[src/rtl/prim_mst_adjacency_matrix_macros.svh]
// Assertion macros shared by the spanning tree block.
`ifndef PRIM_MST_ADJACENCY_MATRIX_MACROS_SVH
`define PRIM_MST_ADJACENCY_MATRIX_MACROS_SVH

// Consequent must hold in the same cycle as the antecedent.
`define PRIM_ASSERT_SAME(label, clk, rst_n, ante, cons, msg) \
	label: assert property (@(posedge clk) disable iff (!rst_n) (ante) |-> (cons)) \
		else $error(msg);

// Consequent must hold in the cycle after the antecedent.
`define PRIM_ASSERT_NEXT(label, clk, rst_n, ante, cons, msg) \
	label: assert property (@(posedge clk) disable iff (!rst_n) (ante) |=> (cons)) \
		else $error(msg);

`endif

[src/rtl/prim_mst_pkg.sv]
// Package: sizes, request and result types of the spanning tree block.
`timescale 1ns / 1ps
package prim_mst_pkg;

	localparam int VERTICES    = 16;
	localparam int WEIGHT_BITS = 16;
	localparam int VIDX_W      = $clog2(VERTICES);
	localparam int ADDR_W      = 2 * VIDX_W;
	localparam int DEPTH       = 1 << ADDR_W;

	typedef struct packed {
		logic [3:0]  row;
		logic [3:0]  column;
		logic [15:0] weight;
		logic        last;
	} prim_mst_req_t;

	typedef struct packed {
		logic [3:0]  from_vertex;
		logic [3:0]  to_vertex;
		logic [15:0] edge_weight;
		logic        found;
		logic        last_edge;
	} prim_mst_res_t;

endpackage

[src/rtl/prim_mst_adjacency_matrix.sv]
// Top level: adjacency matrix store and Prim spanning tree sequencer.
`timescale 1ns / 1ps
`include "prim_mst_adjacency_matrix_macros.svh"
// Usage
//  Request channel: a request (row, column, weight, last) is taken at a clock edge with
//  start high and busy low. Each request writes one matrix entry. A request
//  with last set writes its entry and then starts a run from vertex 0.
//  Result channel: strobe is high for one cycle per result; the receiver cannot stall,
//  so every result is delivered in that cycle. A run gives VERTICES-1 results, the final
//  one flagged by last_edge; a round with no candidate edge gives found low, fields zero.
//  Scan: each round sweeps the whole matrix through the single read port of the RAM,
//  one entry a cycle, and gives one result; busy stays high throughout a run and drops
//  in the cycle of the last result.
//  Reset: after arst_n the matrix RAM is cleared to zero, one entry a cycle, with busy
//  high. The matrix is kept between runs.
module prim_mst_adjacency_matrix (
	input  logic                        clk,
	input  logic                        arst_n,
	input  logic                        start,
	input  prim_mst_pkg::prim_mst_req_t request,
	output logic                        busy,
	output logic                        strobe,
	output prim_mst_pkg::prim_mst_res_t result
);
	import prim_mst_pkg::*;

	typedef enum logic [1:0] {
		S_CLEAR,
		S_IDLE,
		S_SCAN,
		S_FINISH
	} state_t;

	localparam logic [ADDR_W-1:0] ADDR_LAST  = ADDR_W'(DEPTH - 1);
	localparam logic [VIDX_W-1:0] ROUND_LAST = VIDX_W'(VERTICES - 2);

	state_t               state_q;
	logic [ADDR_W-1:0]    addr_q;
	logic [VERTICES-1:0]  sel_q;
	logic [VIDX_W-1:0]    round_q;
	logic                 have_q;
	logic [WEIGHT_BITS-1:0] best_q;
	logic [VIDX_W-1:0]    bx_q;
	logic [VIDX_W-1:0]    by_q;
	logic                 strobe_q;
	prim_mst_res_t        result_q;

	logic                 rd_vld_s1;
	logic [ADDR_W-1:0]    rd_addr_s1;
	logic [WEIGHT_BITS-1:0] rd_data;

	logic                 ram_we;
	logic [ADDR_W-1:0]    ram_waddr;
	logic [WEIGHT_BITS-1:0] ram_wdata;
	logic                 ram_re;

	logic [VIDX_W-1:0]    rd_row;
	logic [VIDX_W-1:0]    rd_col;
	logic                 hit;
	logic                 fin_have;
	logic [WEIGHT_BITS-1:0] fin_w;
	logic [VIDX_W-1:0]    fin_row;
	logic [VIDX_W-1:0]    fin_col;
	logic                 load_ok;

	// RAM port control: clearing pass, loads, scan reads
	always_comb begin
		load_ok   = (int'(request.row) < VERTICES) && (int'(request.column) < VERTICES);
		ram_we    = (state_q == S_CLEAR) || ((state_q == S_IDLE) && start && load_ok);
		ram_waddr = (state_q == S_CLEAR) ? addr_q
			: {request.row[VIDX_W-1:0], request.column[VIDX_W-1:0]};
		ram_wdata = (state_q == S_CLEAR) ? '0 : request.weight[WEIGHT_BITS-1:0];
		ram_re    = (state_q == S_SCAN);
	end

	prim_mst_ram #(
		.WIDTH(WEIGHT_BITS),
		.DEPTH(DEPTH)
	) u_adj_ram (
		.clk  (clk),
		.we   (ram_we),
		.waddr(ram_waddr),
		.wdata(ram_wdata),
		.re   (ram_re),
		.raddr(addr_q),
		.rdata(rd_data)
	);

	// candidate test on the entry read last cycle; first lightest wins
	always_comb begin
		rd_row   = rd_addr_s1[ADDR_W-1:VIDX_W];
		rd_col   = rd_addr_s1[VIDX_W-1:0];
		hit      = rd_vld_s1 && sel_q[rd_row] && !sel_q[rd_col] && (rd_data != '0)
			&& (!have_q || (rd_data < best_q));
		fin_have = hit || have_q;
		fin_w    = hit ? rd_data : best_q;
		fin_row  = hit ? rd_row : bx_q;
		fin_col  = hit ? rd_col : by_q;
	end

	// sequencer: state and registered outputs
	always_ff @(posedge clk or negedge arst_n) begin
		if (!arst_n) begin
			state_q    <= S_CLEAR;
			addr_q     <= '0;
			sel_q      <= '0;
			round_q    <= '0;
			have_q     <= 1'b0;
			best_q     <= '0;
			bx_q       <= '0;
			by_q       <= '0;
			strobe_q   <= 1'b0;
			result_q   <= '0;
			rd_vld_s1  <= 1'b0;
			rd_addr_s1 <= '0;
		end else begin
			// one result strobe per finished round
			strobe_q   <= (state_q == S_FINISH);
			rd_vld_s1  <= (state_q == S_SCAN);
			rd_addr_s1 <= addr_q;
			unique case (state_q)
				S_CLEAR: begin
					addr_q <= addr_q + 1'b1;
					if (addr_q == ADDR_LAST) begin
						state_q <= S_IDLE;
					end
				end
				S_IDLE: begin
					if (start && request.last) begin
						sel_q   <= VERTICES'(1);
						round_q <= '0;
						have_q  <= 1'b0;
						addr_q  <= '0;
						state_q <= S_SCAN;
					end
				end
				S_SCAN: begin
					have_q <= fin_have;
					best_q <= fin_w;
					bx_q   <= fin_row;
					by_q   <= fin_col;
					addr_q <= addr_q + 1'b1;
					if (addr_q == ADDR_LAST) begin
						state_q <= S_FINISH;
					end
				end
				S_FINISH: begin
					result_q.found       <= fin_have;
					result_q.from_vertex <= fin_have ? 4'(fin_row) : '0;
					result_q.to_vertex   <= fin_have ? 4'(fin_col) : '0;
					result_q.edge_weight <= fin_have ? 16'(fin_w) : '0;
					result_q.last_edge   <= (round_q == ROUND_LAST);
					if (fin_have) begin
						sel_q[fin_col] <= 1'b1;
					end
					have_q  <= 1'b0;
					round_q <= round_q + 1'b1;
					state_q <= (round_q == ROUND_LAST) ? S_IDLE : S_SCAN;
				end
				default: begin
					state_q <= S_IDLE;
				end
			endcase
		end
	end

	assign busy   = (state_q != S_IDLE);
	assign strobe = strobe_q;
	assign result = result_q;

	// checks
	`PRIM_ASSERT_SAME(a_last_goes_idle, clk, arst_n,
		strobe && result.last_edge, state_q == S_IDLE,
		"run did not end after last edge")
	`PRIM_ASSERT_SAME(a_found_marks_vertex, clk, arst_n,
		strobe && result.found, sel_q[result.to_vertex[VIDX_W-1:0]],
		"chosen vertex not marked selected")
	`PRIM_ASSERT_NEXT(a_finish_strobes, clk, arst_n,
		state_q == S_FINISH, strobe,
		"round finished without a result")

endmodule

[src/rtl/prim_mst_ram.sv]
// Generic single-clock RAM, one write port, one read port, registered read.
`timescale 1ns / 1ps
module prim_mst_ram #(
	parameter int WIDTH = 16,
	parameter int DEPTH = 256
) (
	input  logic                     clk,
	input  logic                     we,
	input  logic [$clog2(DEPTH)-1:0] waddr,
	input  logic [WIDTH-1:0]         wdata,
	input  logic                     re,
	input  logic [$clog2(DEPTH)-1:0] raddr,
	output logic [WIDTH-1:0]         rdata
);

	logic [WIDTH-1:0] mem [DEPTH];

	// write port
	always_ff @(posedge clk) begin
		if (we) begin
			mem[waddr] <= wdata;
		end
	end

	// registered read port
	always_ff @(posedge clk) begin
		if (re) begin
			rdata <= mem[raddr];
		end
	end

endmodule

[config.mk]
export PLATFORM = sky130hd
export DESIGN_NAME = prim_mst_adjacency_matrix
export DESIGN_NICKNAME = d
export VERILOG_FILES = /design/src/rtl/prim_mst_pkg.sv /design/src/rtl/prim_mst_adjacency_matrix.sv /design/src/rtl/prim_mst_ram.sv
export VERILOG_INCLUDE_DIRS = /design/src /design/src/rtl
export SDC_FILE = /design/constraint.sdc
export NUM_CORES = 2
export LEC_CHECK = 0
export BUFFER_PORTS_ARGS = -buffer_cell sky130_fd_sc_hd__buf_2
export CORE_MARGIN = 10
export CORE_UTILIZATION = 45
export CTS_BUF_LIST = sky130_fd_sc_hd__clkbuf_8
export CTS_CLUSTER_DIAMETER = 200
export DETAILED_ROUTE_END_ITERATION = 10
export PLACE_DENSITY_LB_ADDON = 0.25
export SETUP_SLACK_MARGIN = 0.5
export SYNTH_ARGS = -nofsm -noshare
export SYNTH_HDL_FRONTEND = slang
export SYNTH_SLANG_ARGS = --single-unit
[constraint.sdc]
create_clock -name clk -period 8.76 [get_ports clk]
set_input_delay 0 -clock clk [delete_from_list [all_inputs] [get_ports clk]]
set_output_delay 0 -clock clk [all_outputs]
set_load 0.05 [all_outputs]
# ---- After elaboration in Yosys (flattened, before gate mapping)
# Memories as Yosys holds them, arrays and structs flattened. A register that Yosys moved wholly into a read port is not among the register bits.
# Cells that the tools add are included.
dict set report totals {
  regBits 91
  mem_bits_rw 4096
  in_bits 28
  out_inout_bits 28
  wordCells 88
  n_memories 1
}
# name words word_bits rd rd_ports_with_merged_regs write_ports line_no
set memory_table {}
lappend memory_table {u_adj_ram.mem 256 16 1 1 1 prim_mst_ram.sv:16} ;# logic [WIDTH-1:0] mem [DEPTH];
dict set report classes {
  n_addsub 2
  magnitude_cmp 5
  eq_ne 10
  muxes 30
  bitwise 1
  reduce_logical 23
}
# cell n
set ops {}
lappend ops {{$mux W16} 5}
lappend ops {{$pmux W16 S2} 1}
lappend ops {{$mux W4} 5}
lappend ops {{$lt A16 B16 Y1} 1}
lappend ops {{$mux W8} 2}
lappend ops {{$or A16 B16 Y16} 1}
lappend ops {{$pmux W8 S2} 1}
lappend ops {{$reduce_bool A16 Y1} 1}
lappend ops {{$lt A4 B5 Y1 const B} 3}
lappend ops {{$add A8 B1 Y8 const B} 1}
lappend ops {{$bmux W1 S4} 2}
lappend ops {{$eq A8 B8 Y1 const B} 1}
lappend ops {{$mux W2} 4}
lappend ops {{$ne A2 B1 Y1 const B} 4}
lappend ops {{$pmux W2 S4} 1}
lappend ops {{$pmux W4 S2} 1}
lappend ops {{$logic_and A1 B1 Y1} 7}
lappend ops {{$mux W1} 6}
lappend ops {{$reduce_and A2 Y1} 3}
lappend ops {{$reduce_and A3 Y1} 2}
lappend ops {{$add A4 B1 Y4 const B} 1}
lappend ops {{$demux W1 S4} 1}
lappend ops {{$eq A2 B2 Y1 const B} 2}
lappend ops {{$eq A4 B4 Y1 const B} 1}
lappend ops {{other kinds (10)} 14}

# ---- Longest topological paths before layout
dict set report depth {
  word_depth 14
  mapped_depth 12
  ltp_nobuf 9
}

# ---- Cells and area by module
# A second synthesis with hierarchy kept.
dict set report unflattened {
  hier_cells 7826
  area_unflattened_um2 163658.2
}
# module n_inst cells_each area_each_um2 seq_area_each_um2
set modules_own_cells {}
lappend modules_own_cells {prim_mst_ram 1 7360 158874.9 123478.4}
lappend modules_own_cells {prim_mst_adjacency_matrix 1 466 4783.3 2277.2}

# ---- Worst setup path after synthesis
# Ideal clock, no wire load.
dict set report synth_path {
  kind {reg-to-reg}
  from {register state_q[1]}
  to {memory u_adj_ram.mem[0][10] (data pin)}
  setup_time_ns 0.870
  arrival_ns 4.666
  required_time_ns 7.890
  path_slack_ns 3.224
  path_stages_with_launch 7
  n_path_buf 4
  synth_period_minus_slack_ns 5.536
  cell_sequence {dfrtp_1 -> clkbuf_1 -> or2_2 -> clkbuf_1 -> clkbuf_1 -> clkbuf_1 -> and2_1}
}
dict set report synth_via {
  elab_chain_len 2
}
# element line_no
set synth_lines {}
lappend synth_lines {{from (decl)} prim_mst_adjacency_matrix.sv:37} ;# state_t state_q;
lappend synth_lines {{from (signal assigned)} prim_mst_adjacency_matrix.sv:158} ;# state_q <= (round_q == ROUND_LAST) ? S_IDLE : S_SCAN;
lappend synth_lines {{$logic_not A2 Y1} prim_mst_adjacency_matrix.sv:72} ;# ram_wdata = (state_q == S_CLEAR) ? '0 : request.weight[WEIGHT_BITS-1:0];
lappend synth_lines {{$mux W16} prim_mst_adjacency_matrix.sv:72}
lappend synth_lines {{named net ram_wdata[10]} prim_mst_adjacency_matrix.sv:54} ;# logic [WEIGHT_BITS-1:0] ram_wdata;
lappend synth_lines {{to (decl)} prim_mst_ram.sv:16}
# The timed path passes the listed nets, and every way through them passes these cells.

==> impl_metrics.env <==
export IMPL_layout_drive_gt1_share_pct=32.5
export IMPL_post_route_period_util_pct=60.7
export IMPL_netlist_instances=6798
export IMPL_ys_top_cells_by_area="edfxtp_1, mux4_2, dfrtp_1, nor2_1, clkbuf_1"
export IMPL_grt_pass1_wl_um=599000
export IMPL_instances_no_fill=12800
export IMPL_cts_tree="done"
export IMPL_grt_setup_unrepaired="false"
export IMPL_postCtsHoldBufs=43
export IMPL_syn_area_per_cell_um2=23.8
export IMPL_hold_viol=0
export IMPL_status="completed"
export IMPL_worstRegToRegCells=8
export IMPL_synth_edff_count=4112
export IMPL_gp_congestion=0.804
export IMPL_ys_ff_latch=4203
export IMPL_clk_path_buf_depth=4
export IMPL_placementRows=220
export IMPL_cts_clk_slew_worst_paths_ns=0.06
export IMPL_final_util_pct=50.7
export IMPL_dp_slack_ns=3.24
export IMPL_grtUsageTotal_pct=21.7
export IMPL_worst_slack_ns=3.44
export IMPL_synth_most_common_cell="edfxtp_1"
export IMPL_wl_per_cell_um=32.9
export IMPL_dieHeight_um=619
export IMPL_r2r_slack_ns=3.44
export IMPL_setup_worst_path_start_class="flip-flop"
export IMPL_timing_rr_start="addr_q[0]"
export IMPL_vias_per_cell=6.07
export IMPL_powerDensity_nw_per_um2=206
export IMPL_yosysSeqAreaShare_pct=77.8
export IMPL_totalPowerFinal_mw=37.5
export IMPL_synth_commonest_cells="edfxtp_1, mux4_2, nor2_1"
export IMPL_yosysTopAreaCell="edfxtp_1"
export IMPL_max_freq_mhz=188
export IMPL_crit_path_end_kind="flip-flop"
export IMPL_placed_area_um2=169000
export IMPL_root_buffer="clkbuf_8"
export IMPL_ios=56
export IMPL_slew_viol_final=0
export IMPL_min_period_ns=5.32
export IMPL_start_util_pct=45.1
export IMPL_synth_warnings=0
export IMPL_arrival_ns=6.31
export IMPL_clkLatencyLatePin_ns=1.24
export IMPL_globalRouteOverflowTotal=0
export IMPL_vdd_ir_drop_max_v=0.000128
export IMPL_firstDrtPassIters=7
export IMPL_portBuffers=55
export IMPL_cts_setup_buffers=0
export IMPL_grt_max_degree=209
export IMPL_worst_slew_pin_slew_ns=1.39
export IMPL_numClockSinks=4203
export IMPL_antenna_left=0
export IMPL_reg2reg_to="u_adj_ram.rdata[14]"
export IMPL_cts_resized=0
export IMPL_layout_nets=7578
export IMPL_synth_cell_type_count=57
export IMPL_placed_cells=11600
export IMPL_synth_main_ff_cell="edfxtp_1"
export IMPL_hpwlAfterDp_um=230000
export IMPL_first_global_vias=79400
export IMPL_cts_max_level=6
export IMPL_drc=0
export IMPL_syn_nets=6844
export IMPL_finish_instance_area_um2=182000
export IMPL_routed_wl_um=421000
export IMPL_die_w_um=619
export IMPL_path_max_fanout=37
export IMPL_crit_start="addr_q[0]"
export IMPL_max_cap_violations=0
export IMPL_antenna_found_initial=25
export IMPL_core_um2=358000
export IMPL_numCtsBuffers=663
export IMPL_dieArea_um2=384000
export IMPL_endpoint="u_adj_ram.rdata[14]"
export IMPL_worstPathRequired_ns=9.75
export IMPL_nFillCells=28100
export IMPL_leakage_nw=57.2
export IMPL_syn2layout_area_growth_pct=12.3
export IMPL_drtIter0Drc=10200
export IMPL_synth_area_um2=162000
export IMPL_tns_ns=0
export IMPL_worst_setup_path_type="flip-flop to flip-flop"
export IMPL_max_slew_margin_rel_pct=7.20
export IMPL_fin_hold_ws_ns=0.121
export IMPL_skew_ns=0.0940
export IMPL_async_flop_share_pct=2.17
export IMPL_synth_top_area_share_pct=76.4
export IMPL_hold_path_class="input pin to flip-flop"
export IMPL_finalSetupViolCount=0
export IMPL_vias=77700
-- flip-flops by register name, indices dropped and copies added (netlist names), 8 cells and up --
| register | cells |
|---|---|
| sel_q | 16 |
| best_q | 16 |
| u_adj_ram.rdata | 16 |
| rd_addr_s1 | 8 |
| result | 26 |
| u_adj_ram.mem | 4096 |
| addr_q | 8 |
-- layer usage --
metal,vias to the layer above,wire length (um),global-route usage [%]
met5,-,62,0
met1,42000,168000,31.1
met4,12,13200,6.65
li1,30800,-,-
met2,4206,198000,33.6
met3,738,41200,4.70
-- worst max-delay path, stage by stage (launching register included) --
cell	delay, ns
dfrtp_4	1.08
buf_4	0.68
buf_4	0.65
mux4_2	0.59
mux2i_1	0.46
nor4_1	0.10
a2111oi_0	0.91
a21oi_1	0.27
a22o_1	0.27
-- layout make-up --
cell class | count | area, um2 | area share, %
flip-flops and latches | 4203 | 126000 | 69.3
multi-input cells | 2179 | 34300 | 18.9
clock buffers | 673 | 9260 | 5.10
well taps | 4773 | 5970 | 3.29
repair buffers | 462 | 3750 | 2.07
clock inverters | 478 | 2380 | 1.31
inverters | 23 | 86.3 | 0.0476
diodes | 10 | 25.0 | 0.0138
-- kinds of logic (layout without fill, tap and decap cells) --
| kind of cell | count (synthesis) | count (layout) | synth area share [%] |
|---|---|---|---|
| XOR/XNOR | 7 | 7 | 0.0379 |
| adder cells (fa/ha/maj) | 18 | 18 | 0.139 |
| multiplexers | 1322 | 1322 | 18.1 |
| AO/OA/AOI/OAI | 322 | 322 | 1.32 |
| buffers and inverters | 416 | 1636 | 1.25 |
| flip-flops | 4203 | 4203 | 77.8 |
| other | 0 | 10 | 0 |
| AND/OR/NAND/NOR | 510 | 510 | 1.35 |
-- layout by cell type, fill, tap and decap left out, types with 15 or more instances in the layout --
cell | Yosys | routed
nor2_2 | 1 | 64
a22oi_1 | 57 | 57
ha_1 | 18 | 18
a22o_1 | 29 | 29
clkbuf_8 | 0 | 673
a21oi_1 | 75 | 75
nor2_1 | 280 | 204
edfxtp_1 | 4112 | 4112
dfrtp_1 | 91 | 87
dlygate4sd3_1 | 0 | 42
inv_1 | 22 | 276
buf_2 | 94 | 54
buf_12 | 0 | 25
o21ai_0 | 66 | 66
clkinv_2 | 0 | 38
nand3_1 | 23 | 23
buf_4 | 31 | 341
mux4_2 | 1284 | 1284
mux2i_1 | 27 | 27
inv_8 | 0 | 17
a221oi_1 | 30 | 30
o31ai_1 | 15 | 15
clkinv_1 | 1 | 130
nand2_1 | 119 | 106
and2_4 | 0 | 16
-- worst min-delay path by stage --
stage                            from                      to  slack, ns  depth (start not counted)
after global placement         arst_n              result[21]      -0.05                          1
after detailed placement       arst_n              result[21]      -0.04                          1
final                     request[16]  u_adj_ram.mem[127][15]       0.12                          3
after global routing      request[16]  u_adj_ram.mem[119][15]       0.14                          3
after CTS                 request[16]  u_adj_ram.mem[127][15]       0.03                          3
after floorplan                arst_n               addr_q[0]      -0.30                          0
-- where the power goes --
group          internal (mW)  switching, mW
Combinational         0.0389          0.367
Clock                   7.39           7.59
Sequential              22.1              0
Total                   29.5           7.96
Power figures use the tool's default switching activity.
